===== src/design/sbot_pkg.sv =====
// Shared types and constants for the segment versus box overlap test.
package sbot_pkg;

   localparam int TAG_W     = 16;
   localparam int CSR_IDX_W = 3;

   // Pipeline stage numbers; the last stage is the output register.
   localparam int ST_IN    = 0;
   localparam int ST_EXT   = 1;
   localparam int ST_FACE  = 2;
   localparam int ST_PART  = 3;
   localparam int ST_PROD  = 4;
   localparam int ST_CROSS = 5;
   localparam int ST_OUT   = 6;
   localparam int NSTAGE   = 7;

   typedef enum logic [CSR_IDX_W-1:0] {
      CSR_START_X  = 3'd0,
      CSR_START_Y  = 3'd1,
      CSR_START_Z  = 3'd2,
      CSR_END_X    = 3'd3,
      CSR_END_Y    = 3'd4,
      CSR_END_Z    = 3'd5,
      CSR_FRACTION = 3'd6
   } csr_idx_type;

   typedef struct packed {
      logic [NSTAGE-1:0] vld;
      logic [NSTAGE-1:0] adv;
   } pipe_ctl_type;

endpackage


===== src/design/sbot_pipe_ctrl.sv =====
// Valid bits and per-stage advance enables of the test pipeline.
module sbot_pipe_ctrl import sbot_pkg::*; (
   input  logic         clock,
   input  logic         reset,
   input  logic         req_valid,
   input  logic         rsp_ready,
   output pipe_ctl_type ctl
);
   logic [NSTAGE-1:0] vld_ff;
   logic [NSTAGE-1:0] vld_in;
   logic [NSTAGE-1:0] adv;

   // A stage may load when it is empty or its content moves on, so bubbles collapse.
   always_comb begin
      adv[NSTAGE-1] = !vld_ff[NSTAGE-1] || rsp_ready;
      for (int k = NSTAGE-2; k >= 0; k--) begin
         adv[k] = !vld_ff[k] || adv[k+1];
      end
   end

   always_comb begin
      vld_in[0] = adv[0] ? req_valid : vld_ff[0];
      for (int k = 1; k < NSTAGE; k++) begin
         vld_in[k] = adv[k] ? vld_ff[k-1] : vld_ff[k];
      end
   end

   always_ff @(posedge clock) begin
      if (reset) begin
         vld_ff <= '0;
      end else begin
         vld_ff <= vld_in;
      end
   end

   assign ctl.vld = vld_ff;
   assign ctl.adv = adv;
endmodule


===== config.mk =====
export PLATFORM = sky130hd
export DESIGN_NAME = sbot_pipe_ctrl
export DESIGN_NICKNAME = d
export VERILOG_FILES = /design/src/design/sbot_pkg.sv /design/src/design/sbot_pipe_ctrl.sv
export SDC_FILE = /design/constraint.sdc
export NUM_CORES = 1
export LEC_CHECK = 0
export BUFFER_PORTS_ARGS = -buffer_cell sky130_fd_sc_hd__buf_2
export CORE_AREA = 5 5 42 44
export CTS_CLUSTER_DIAMETER = 50
export DETAILED_ROUTE_END_ITERATION = 8
export DIE_AREA = 0 0 47 49
export PLACE_DENSITY = 0.44
export SETUP_SLACK_MARGIN = 0.4
export SLEW_MARGIN = 0
export SYNTH_ARGS = -nofsm -noshare
export SYNTH_HDL_FRONTEND = slang
export SYNTH_SLANG_ARGS = --single-unit

===== constraint.sdc =====
create_clock -name clock -period 0.95 [get_ports clock]
set_input_delay 0 -clock clock [delete_from_list [all_inputs] [get_ports clock]]
set_output_delay 0 -clock clock [all_outputs]
set_load 0.02 [all_outputs]

==> results by group <==
Synthesis
  – Synth top area cells: dfxtp_1 (48%), nor2_1 (7.8%), nand4_4 (7.4%), a21oi_1 (6.9%), inv_1 (6.5%)
  – Syn. warnings: 0
  – Simple-Gate Fraction of Synth Area: 0.312
  – Yosys cell types: 12
  – Synth Net Count: 36
  – Most frequent cells after synthesis: dfxtp_1 (7), nor2_1 (6), inv_1 (5), a21oi_1 (4), nand2_1 (3)
  – Top-count cell post-synth: dfxtp_1
  – Synth Area in XOR/XNOR: 0
  – Post-Synthesis Cells: 32
  – Average cell area after synthesis: roughly 9.0 sq um
  – Largest family of logic cells by synthesized area: simple AND/OR/NAND/NOR gates
  – Proportion of synthesized area in mux cells: 0
  – Synth Area in Adders: 0
  – Synthesized area: roughly 290 sq um
  – Post-synth top area cell: dfxtp_1
  – Post-synth EDFFs: 0
  – Compound-Gate Fraction of Synth Area: 0.0996
  – Post-synth ARST share: 0
  – Area fraction of the dominant cell type after synthesis: 0.485
  – Post-synth top flop: dfxtp_1
  – Sequential area share after synthesis: 0.485
  – #FFs+latches synth: 7

Setup path
  – Crit path kind: reg -> out
  – Critical R2R Capture: vld_ff[1]
  – Crit end category: output port
  – Delay-heaviest family, CP: flip-flops
  – Critical Path, Cell by Cell: and4b_1 > buf_6 > nand4_4 > buf_6
  – Most used cell, CP: buf_6
  – Crit-path slowest cell: dfxtp_4
  – Reg2reg setup slack: -0.14 ns
  – CP max stage delay: 0.33 ns
  – Worst-path fanout max: 6
  – Critical path buffers and inverters: 2
  – FF-to-FF path depth: 5
  – CP Launch Point: vld_ff[6]
  – Critical Path Stages: 4
  – Worst setup SP type: register
  – Crit path to: ctl[1]
  – Reg2reg start: vld_ff[6]
  – Crit path required time: about 0.95 ns
  – Crit path arrival time: 1.17 ns

Timing
  – Minimum clock period: around 1.2 ns
  – Max Clock Skew: approximately 0.0046 ns
  – Setup ws final: -0.223 ns
  – RSZ-0062 raised after global routing: yes
  – Final setup fails: 15
  – Final hold vios: 1
  – Worst slew pin tran: 0.174 ns
  – Pins over their slew limit: 0
  – Slew HR: 0.884
  – Fin crit share: 1.23
  – Hold WS: -0.00899 ns
  – Fmax: between 800 and 900 MHz
  – Setup_tns: -2.08 ns

Global routing
  – Largest net degree at the start of global routing: 8
  – Initial antenna violation count: 0
  – Tot GR Track Use: 0.101
  – Global route total overflow: 0
  – Vias in the first global route: ~400
  – First-pass GRT wire length: 1.66 mm

Route
  – First-pass detailed-route iteration total: 2
  – Routed Antenna Nets: 0
  – DR iter-0 viols: 3
  – Drt via density: around 4.2
  – Via Count: roughly 360
  – WL per Instance: about 12 um
  – DRC: 0
  – Drt total wl: 997 um

Cells and area
  – Top Registers: vld_ff: 7 flops
  – Final design utilization: 0.521
  – Max reg flops: 7
  – Fraction of layout cells with a size suffix above 1: 0.800
  – Design area: ~730 sq um
  – Fillers: 138
  – Nets: 75
  – Antenna cells: 0
  – Most flop-heavy register: vld_ff
  – Fin cells: 86
  – Multi-input combinational cell area: ~160 sq um
  – Area grow syn2layout: 152%
  – FF+latch area: between 150 and 200 sq um

Power and ir drop
  – Pwr per Cell Area: slightly below 900 nW/um^2
  – Power, Total: roughly 630 uW
  – P_leak: 0.000334 uW
  – Worst VDD drop: between 0.6 and 0.7 mV

Die
  – Row cnt: 14
  – Io pins: 18
  – Die ar.: 2300 sq um
  – Chip Height: 49 um
  – Starting Density: 0.206
  – Die Wd: roughly 47 um
  – CORE AREA: roughly 1400 sq um

Place
  – Half-perimeter wire length after placement: 594 um
  – Final RePlAce weighted congestion: just over 0.6
  – Placed insts: between 70 and 80
  – Post-Place Cell Area: 467 sq um
  – IO Port Bufs: 17

Clock network
  – Reg clk slew, reported paths: around 0.05 ns
  – Clk root buf: clkbuf_4
  – Clock sink count: 7
  – Total number of H-tree levels: 1
  – Total CTS buffers: 3
  – Clock Latency Late Sink: ~0.25 ns
  – Max Root-Sink Buffers: 2
  – CTS tree: built

Run status
  – Failing checks: hold timing, setup timing
  – Status: finished with violations

Min path
  – Hold Crit Class: in -> reg

Run
  – Max-cap violation count: 0
==> area by class of cell <==
cell class / count / area share
multi-input cells: 19 / 0.218
flip-flops and latches: 7 / 0.214
well taps: 16 / 0.0274
clock buffers: 4 / 0.0360
inverters: 5 / 0.0257
repair buffers: 35 / 0.479
==> routing by layer <==
layer / wire [um] / vias to the layer above / GRT usage / share of wire
met4: 5 / 0 / 0.0691 / 0.0050
li1: - / 179 / - / -
met2: 531 / 15 / 0.158 / 0.53
met1: 396 / 167 / 0.112 / 0.40
met5: 0 / - / 0 / 0
met3: 64 / 2 / 0.0295 / 0.064
==> stage by stage <==
stage | worst slack, ns | hold slack (ns)
5_1_grt | -0.269 | -0.00471
2_1_floorplan | -0.113 | 0.0617
6_report | -0.223 | -0.00899
3_5_place_dp | -0.0274 | 0.240
3_3_place_gp | -0.0246 | 0.237
4_1_cts | -0.218 | -0.0304
==> placed cells by master, fill, tap and decap left out, drive strengths merged, types with 3 or more instances in the layout <==
cell	Yosys	layout
clkbuf	0	4
a21oi	5	5
nand2	3	3
inv	5	5
dfxtp	7	7
nor2	6	6
buf	1	35
==> where the power goes <==
part | internal [uW] | total, uW | switching, uW
clock network | 160 | 264 | 104
registers | 294 | 299 | 5.30
logic | 35.6 | 69.8 | 34.2
==> worst min-delay path by stage <==
| stage | start | endpoint | slack [ns] | cells past startpoint |
|---|---|---|---|---|
| 2_1_floorplan | reset | vld_ff[2] | 0.06 | 1 |
| 3_3_place_gp | req_valid | vld_ff[0] | 0.24 | 3 |
| 3_5_place_dp | req_valid | vld_ff[0] | 0.24 | 3 |
| 4_1_cts | req_valid | vld_ff[0] | -0.03 | 3 |
| 5_1_grt | req_valid | vld_ff[0] | -0.005 | 3 |
| 6_report | req_valid | vld_ff[0] | -0.009 | 3 |
==> worst min-delay path, cell delays in order <==
cell and delay [ns]:
buf_2 0.09, inv_1 0.06, a21oi_2 0.05
==> repair_timing <==
item	CTS	global route
pin swaps	9	3
buffers inserted	8	3
resized for setup	45	2
hold endpoints to repair	3	1
setup endpoints to repair	21	21
==> cells by family after synthesis <==
family / after synthesis
AND/OR/NAND/NOR: 14
flip-flops: 7
AO/OA/AOI/OAI: 5
buffers and inverters: 6
Power figures use the tool's default switching activity.
