===== src/design/sbot_pkg.sv =====
// Shared types and constants for the segment versus box overlap test.
package sbot_pkg;

   localparam int TAG_W     = 16;
   localparam int CSR_IDX_W = 3;

   // Pipeline stage numbers; the last stage is the output register.
   localparam int ST_IN    = 0;
   localparam int ST_EXT   = 1;
   localparam int ST_FACE  = 2;
   localparam int ST_PART  = 3;
   localparam int ST_PROD  = 4;
   localparam int ST_CROSS = 5;
   localparam int ST_OUT   = 6;
   localparam int NSTAGE   = 7;

   typedef enum logic [CSR_IDX_W-1:0] {
      CSR_START_X  = 3'd0,
      CSR_START_Y  = 3'd1,
      CSR_START_Z  = 3'd2,
      CSR_END_X    = 3'd3,
      CSR_END_Y    = 3'd4,
      CSR_END_Z    = 3'd5,
      CSR_FRACTION = 3'd6
   } csr_idx_type;

   typedef struct packed {
      logic [NSTAGE-1:0] vld;
      logic [NSTAGE-1:0] adv;
   } pipe_ctl_type;

endpackage


===== src/design/sbot_prep.sv =====
// Front stages: box capture, extents and offsets, face-axis tests.
module sbot_prep import sbot_pkg::*; #(
   parameter int COORD_WIDTH = 32
) (
   input  logic                          clock,
   input  pipe_ctl_type                  ctl,
   input  logic signed [COORD_WIDTH-1:0] box_lo [3],
   input  logic signed [COORD_WIDTH-1:0] box_hi [3],
   input  logic signed [COORD_WIDTH+3:0] base [3],
   input  logic signed [COORD_WIDTH+2:0] dir [3],
   output logic signed [COORD_WIDTH:0]   ext_out [3],
   output logic signed [COORD_WIDTH+2:0] dir_out [3],
   output logic signed [COORD_WIDTH+3:0] mid_out [3],
   output logic signed [COORD_WIDTH+2:0] adir_out [3],
   output logic                          face_sep_out
);
   localparam int E_W = COORD_WIDTH + 1;
   localparam int D_W = COORD_WIDTH + 3;
   localparam int M_W = COORD_WIDTH + 4;

   logic signed [COORD_WIDTH-1:0] lo_ff [3];
   logic signed [COORD_WIDTH-1:0] hi_ff [3];
   logic signed [E_W-1:0]         ext_in [3];
   logic signed [M_W-1:0]         mid_in [3];
   logic signed [E_W-1:0]         ext1_ff [3];
   logic signed [D_W-1:0]         dir1_ff [3];
   logic signed [M_W-1:0]         mid1_ff [3];
   logic signed [M_W:0]           amid [3];
   logic signed [D_W:0]           adir [3];
   logic signed [M_W:0]           reach [3];
   logic [2:0]                    sep_axis;
   logic signed [D_W-1:0]         adir_in [3];
   logic signed [E_W-1:0]         ext2_ff [3];
   logic signed [D_W-1:0]         dir2_ff [3];
   logic signed [M_W-1:0]         mid2_ff [3];
   logic signed [D_W-1:0]         adir2_ff [3];
   logic                          face_sep_ff;

   always_ff @(posedge clock) begin
      if (ctl.adv[ST_IN]) begin
         lo_ff <= box_lo;
         hi_ff <= box_hi;
      end
   end

   // Doubled extent and doubled midpoint offset.
   always_comb begin
      for (int i = 0; i < 3; i++) begin
         ext_in[i] = E_W'(hi_ff[i]) - E_W'(lo_ff[i]);
         mid_in[i] = base[i] - M_W'(lo_ff[i]) - M_W'(hi_ff[i]);
      end
   end

   always_ff @(posedge clock) begin
      if (ctl.adv[ST_EXT]) begin
         ext1_ff <= ext_in;
         dir1_ff <= dir;
         mid1_ff <= mid_in;
      end
   end

   always_comb begin
      for (int i = 0; i < 3; i++) begin
         amid[i]     = mid1_ff[i][M_W-1] ? -(M_W+1)'(mid1_ff[i]) : (M_W+1)'(mid1_ff[i]);
         adir[i]     = dir1_ff[i][D_W-1] ? -(D_W+1)'(dir1_ff[i]) : (D_W+1)'(dir1_ff[i]);
         reach[i]    = (M_W+1)'(ext1_ff[i]) + (M_W+1)'(adir[i]);
         sep_axis[i] = amid[i] > reach[i];
         // The cross axes see the absolute direction widened by one LSB.
         adir_in[i]  = D_W'(adir[i] + (D_W+1)'(1));
      end
   end

   always_ff @(posedge clock) begin
      if (ctl.adv[ST_FACE]) begin
         ext2_ff     <= ext1_ff;
         dir2_ff     <= dir1_ff;
         mid2_ff     <= mid1_ff;
         adir2_ff    <= adir_in;
         face_sep_ff <= |sep_axis;
      end
   end

   assign ext_out      = ext2_ff;
   assign dir_out      = dir2_ff;
   assign mid_out      = mid2_ff;
   assign adir_out     = adir2_ff;
   assign face_sep_out = face_sep_ff;
endmodule


===== config.mk =====
export PLATFORM = sky130hd
export DESIGN_NAME = sbot_prep
export DESIGN_NICKNAME = d
export VERILOG_FILES = /design/src/design/sbot_pkg.sv /design/src/design/sbot_prep.sv
export SDC_FILE = /design/constraint.sdc
export NUM_CORES = 2
export LEC_CHECK = 0
export ABC_AREA = 1
export BUFFER_PORTS_ARGS = -buffer_cell sky130_fd_sc_hd__buf_2
export CAP_MARGIN = 40
export CORE_UTILIZATION = 30
export DETAILED_ROUTE_END_ITERATION = 12
export GPL_ROUTABILITY_DRIVEN = 0
export SLEW_MARGIN = 0
export SYNTH_ARGS = -nofsm -noshare
export SYNTH_HDL_FRONTEND = slang
export SYNTH_SLANG_ARGS = --single-unit

===== constraint.sdc =====
create_clock -name clock -period 5.22 [get_ports clock]
set_clock_uncertainty 0.05 [all_clocks]
set_input_delay 0.522 -clock clock [delete_from_list [all_inputs] [get_ports clock]]
set_output_delay 0.522 -clock clock [all_outputs]
set_load 0.02 [all_outputs]

==> impl_metrics.sql <==
INSERT INTO impl_metrics (metric_group, metric, value, unit) VALUES
('floorplan', 'die_footprint', '0.206', 'sq mm'),
('floorplan', 'pin_count', '838', ''),
('sta', 'final_period_minus_worst_setup_slack', '4.99', 'ns'),
('yosys', 'synthCells', '6620', ''),
('layout', 'area_delta_synth_final', '24.2', '%'),
('detailed_routing', 'routedWlPerCell', '20.5', 'um'),
('detailed_routing', 'drt_first_iter_violations', '4726', ''),
('job', 'cap_violations', '0', ''),
('sta', 'worst_slew_pin_slew', '0.806', 'ns'),
('yosys', 'synth_sequential_area_ratio', '45.3', '%'),
('sta', 'clock.fmax', '0.200', 'GHz'),
('layout', 'post_route_design_area', '0.0759', 'sq mm'),
('grt', 'grt_antenna_before_repair', '46', ''),
('sta', 'finalSetupViolations', '0', ''),
('place', 'place.port_buffers', '826', ''),
('critical_path', 'r2r_setup_slack', '0.23', 'ns'),
('clock_tree', 'clockRootBuffer', 'sky130_fd_sc_hd__clkbuf_16', ''),
('layout', 'most-common-layout-cells', '1,357 x sky130_fd_sc_hd__nand2_1, 922 x sky130_fd_sc_hd__edfxtp_1, 831 x sky130_fd_sc_hd__inv_1', ''),
('detailed_routing', 'totalWireLength', '219000', 'um'),
('sta', 'hold-worst-slack', '0.0848', 'ns'),
('yosys', 'postSynth.asyncResetShare', '0', '%'),
('critical_path', 'endpoint_kind', 'flip-flop', ''),
('detailed_routing', 'final_antenna_net_count', '0', ''),
('critical_path', 'reg_to_reg_critical_path_startpoint', 'dir1_ff[8]$_DFFE_PP_', ''),
('grt', 'global_route_wire_length_before_repair', '314000', 'um'),
('floorplan', 'die_w', '453', 'um'),
('clock_tree', 'tritoncts_buffer_count', '105', ''),
('yosys', 'synth.lib_cells_used.distinct', '57', ''),
('place', 'hpwl', '178000', 'um'),
('critical_path', 'worst-path-max-fanout', '5', ''),
('grt', 'grt_overflow_total', '0', ''),
('place', 'placedInstanceArea', '0.0690', 'sq mm'),
('yosys', 'synth-edff-count', '922', ''),
('min_path', 'min_from', 'base[37]', ''),
('critical_path', 'crit_path_start_kind', 'flip-flop', ''),
('detailed_routing', 'num_vias', '53000', ''),
('clock_tree', 'worst_setup_hold_path_clk_slew', '0.06', 'ns'),
('yosys', 'synth_ff_type', 'sky130_fd_sc_hd__edfxtp_1', ''),
('critical_path', 'cp.arrival', '5.44', 'ns'),
('grt', 'grt_usage', '20.4', '%'),
('min_path', 'holdPathStages', '2', ''),
('floorplan', 'placementRows', '165', ''),
('min_path', 'min-delay-path-class', 'in2reg', ''),
('sta', 'timing_hold_violations_final', '0', ''),
('yosys', 'netlist_top_cells_area', 'sky130_fd_sc_hd__edfxtp_1 45%, sky130_fd_sc_hd__ha_1 11%, sky130_fd_sc_hd__nand2_1 8.3%', ''),
('clock_tree', 'cts-root-to-sink-buffers', '3', ''),
('layout', 'total_of_fill_cells_in_the_finished_design', '20000', ''),
('critical_path', 'rr_endpoint', 'face_sep_out$_DFFE_PP_', ''),
('critical_path', 'r2r.worst_path.cells', '24', ''),
('power', 'ir_drop', '0.291', 'mV'),
('yosys', 'post_synthesis_instance_area', '0.0611', 'sq mm'),
('yosys', 'synth.largest_area_cell', 'sky130_fd_sc_hd__edfxtp_1', ''),
('run_status', 'outcome', 'complete, no violations', ''),
('power', 'leakagePower', '0.0329', 'uW'),
('floorplan', 'floorplan.core_area', '0.202', 'sq mm'),
('yosys', 'yosys.area.top_type_share', '45.3', '%'),
('floorplan', 'initial_utilization', '30.2', '%'),
('critical_path', 'worstPathCellList', 'nor2_2 > nand2_1 > nor2_1 > nand2_1 > nand2_1 > nand3_1 > nand2_1 > nand2_1 > ha_1 > nand2_1 > nor2_1 > nand2_1 > nor2_1 > nand3_1 > o2111ai_1 > xor2_1 > ha_1 > nand2_1 > nor4_2 > nand2_1 > nor3_1 > nand3_1 > nand3_1 > nand3_1', ''),
('layout', 'final_common_cell', 'sky130_fd_sc_hd__nand2_1', ''),
('grt', 'grt_pass1_vias', '51300', ''),
('sta', 'rel_slew_slack', '46.3', '%'),
('power', 'p_total', '30900', 'uW'),
('detailed_routing', 'drc', '0', ''),
('floorplan', 'fp.dieH', '453', 'um'),
('min_path', 'hold-path-endpoint', 'mid1_ff[36]$_DFFE_PP_', ''),
('yosys', 'yosys_warnings', '0', ''),
('critical_path', 'slowest_stage', 'sky130_fd_sc_hd__edfxtp_1', ''),
('critical_path', 'criticalPathCategory', 'reg2reg', ''),
('clock_tree', 'clock-sinks', '922', ''),
('sta', 'timing.final.crit_share', '95.6', '%'),
('layout', 'final_cell_count_no_fill', '10700', '');
-- flip-flops by register name, indices dropped and copies added, names as in the netlist --
signal,flops
mid1_ff,108
mid_out,108
adir_out,105
dir1_ff,105
dir_out,105
ext1_ff,99
ext_out,99
hi_ff,96
lo_ff,96
face_sep_out,1
-- final cells by class --
| cell class | instances | area [sq um] | area share [%] |
|---|---|---|---|
| sequential | 922 | 27700 | 36.5 |
| inverter | 839 | 3150 | 4.15 |
| clock buffer | 123 | 2720 | 3.58 |
| clock inverter | 71 | 785 | 1.03 |
| multi-input combinational | 4839 | 30400 | 40.1 |
| antenna | 36 | 90.1 | 0.119 |
| timing repair buffer | 1187 | 7710 | 10.2 |
| tap | 2672 | 3340 | 4.40 |
-- where the power goes --
part	switching [uW]	internal, uW
Clock	3280	4230
Combinational	7960	4420
Sequential	1260	9710
Total	12500	18400
-- worst max path at each step --
stage / from / end / slack (ns) / cells after the start
5_1_grt: dir1_ff[2]$_DFFE_PP_ / face_sep_out$_DFFE_PP_ / -0.02 / 24
3_3_place_gp: dir1_ff[75]$_DFFE_PP_ / face_sep_out$_DFFE_PP_ / 0.16 / 26
6_report: dir1_ff[8]$_DFFE_PP_ / face_sep_out$_DFFE_PP_ / 0.23 / 24
4_1_cts: dir1_ff[75]$_DFFE_PP_ / face_sep_out$_DFFE_PP_ / 0.03 / 26
3_5_place_dp: dir1_ff[75]$_DFFE_PP_ / face_sep_out$_DFFE_PP_ / 0.05 / 26
2_1_floorplan: dir1_ff[70]$_DFFE_PP_ / face_sep_out$_DFFE_PP_ / 1.09 / 30
-- cells in the mapped netlist (all sizes together) (2+ instances only) --
library cell,count
a21oi,417
o211a,6
ha,530
nand4,108
nand3b,50
clkbuf,9
o2111ai,5
xor2,264
o21a,24
fa,111
o21ai,313
and3,4
nor3b,2
edfxtp,922
o21bai,34
buf,17
nor2,767
nand3,314
nor3,107
a21boi,16
xnor2,172
o31ai,12
o22ai,2
a211oi,10
and2,6
o221ai,2
inv,839
nor4,43
a21o,24
o211ai,20
a221oi,9
nand2,1397
a31oi,58
o221a,2
-- worst max-delay path, delay by kind of cell (launching register included) --
kind	cells	cell delay (ns)
AO/OA/AOI/OAI	1	0.16
AND/OR/NAND/NOR	20	3.06
adder cells (fa/ha/maj)	2	0.68
flip-flops	1	0.53
XOR/XNOR	1	0.26
-- logic make-up after synthesis --
| kind of cell | after synthesis | share of synthesized area (%) |
|---|---|---|
| buf+inv | 865 | 5.41 |
| simple gates | 2800 | 19.8 |
| other cells | 1 | 0.00613 |
| xor+xnor | 436 | 6.32 |
| flops | 922 | 45.3 |
| compound gates | 955 | 8.71 |
| fa+ha+maj | 641 | 14.5 |
-- through the flow --
step,worst slack [ns],utilization [%],setup TNS [ns]
floorplan,1.09,-,0
global placement,0.163,34.1,0
detailed placement,0.0486,34.1,0
CTS,0.0253,37.3,0
global route,-0.0232,37.5,-0.0232
finish,0.229,37.5,0
-- layer usage --
metal | GRT usage [%] | share of wire (%) | up-vias
met5 | 0 | 0.011 | -
met4 | 13.7 | 7.4 | 4
met3 | 2.82 | 6.4 | 539
met2 | 34.2 | 47 | 2361
met1 | 24.3 | 39 | 25100
li1 | - | - | 25100
-- repair_timing --
action                                 CTS  global route
resized for setup                        0            64
setup endpoints to repair                0             1
endpoints found under the hold margin  298             1
hold buffers                           298             1
buffers inserted                         0             4
Note: power is estimated with default switching activity, not from simulation.
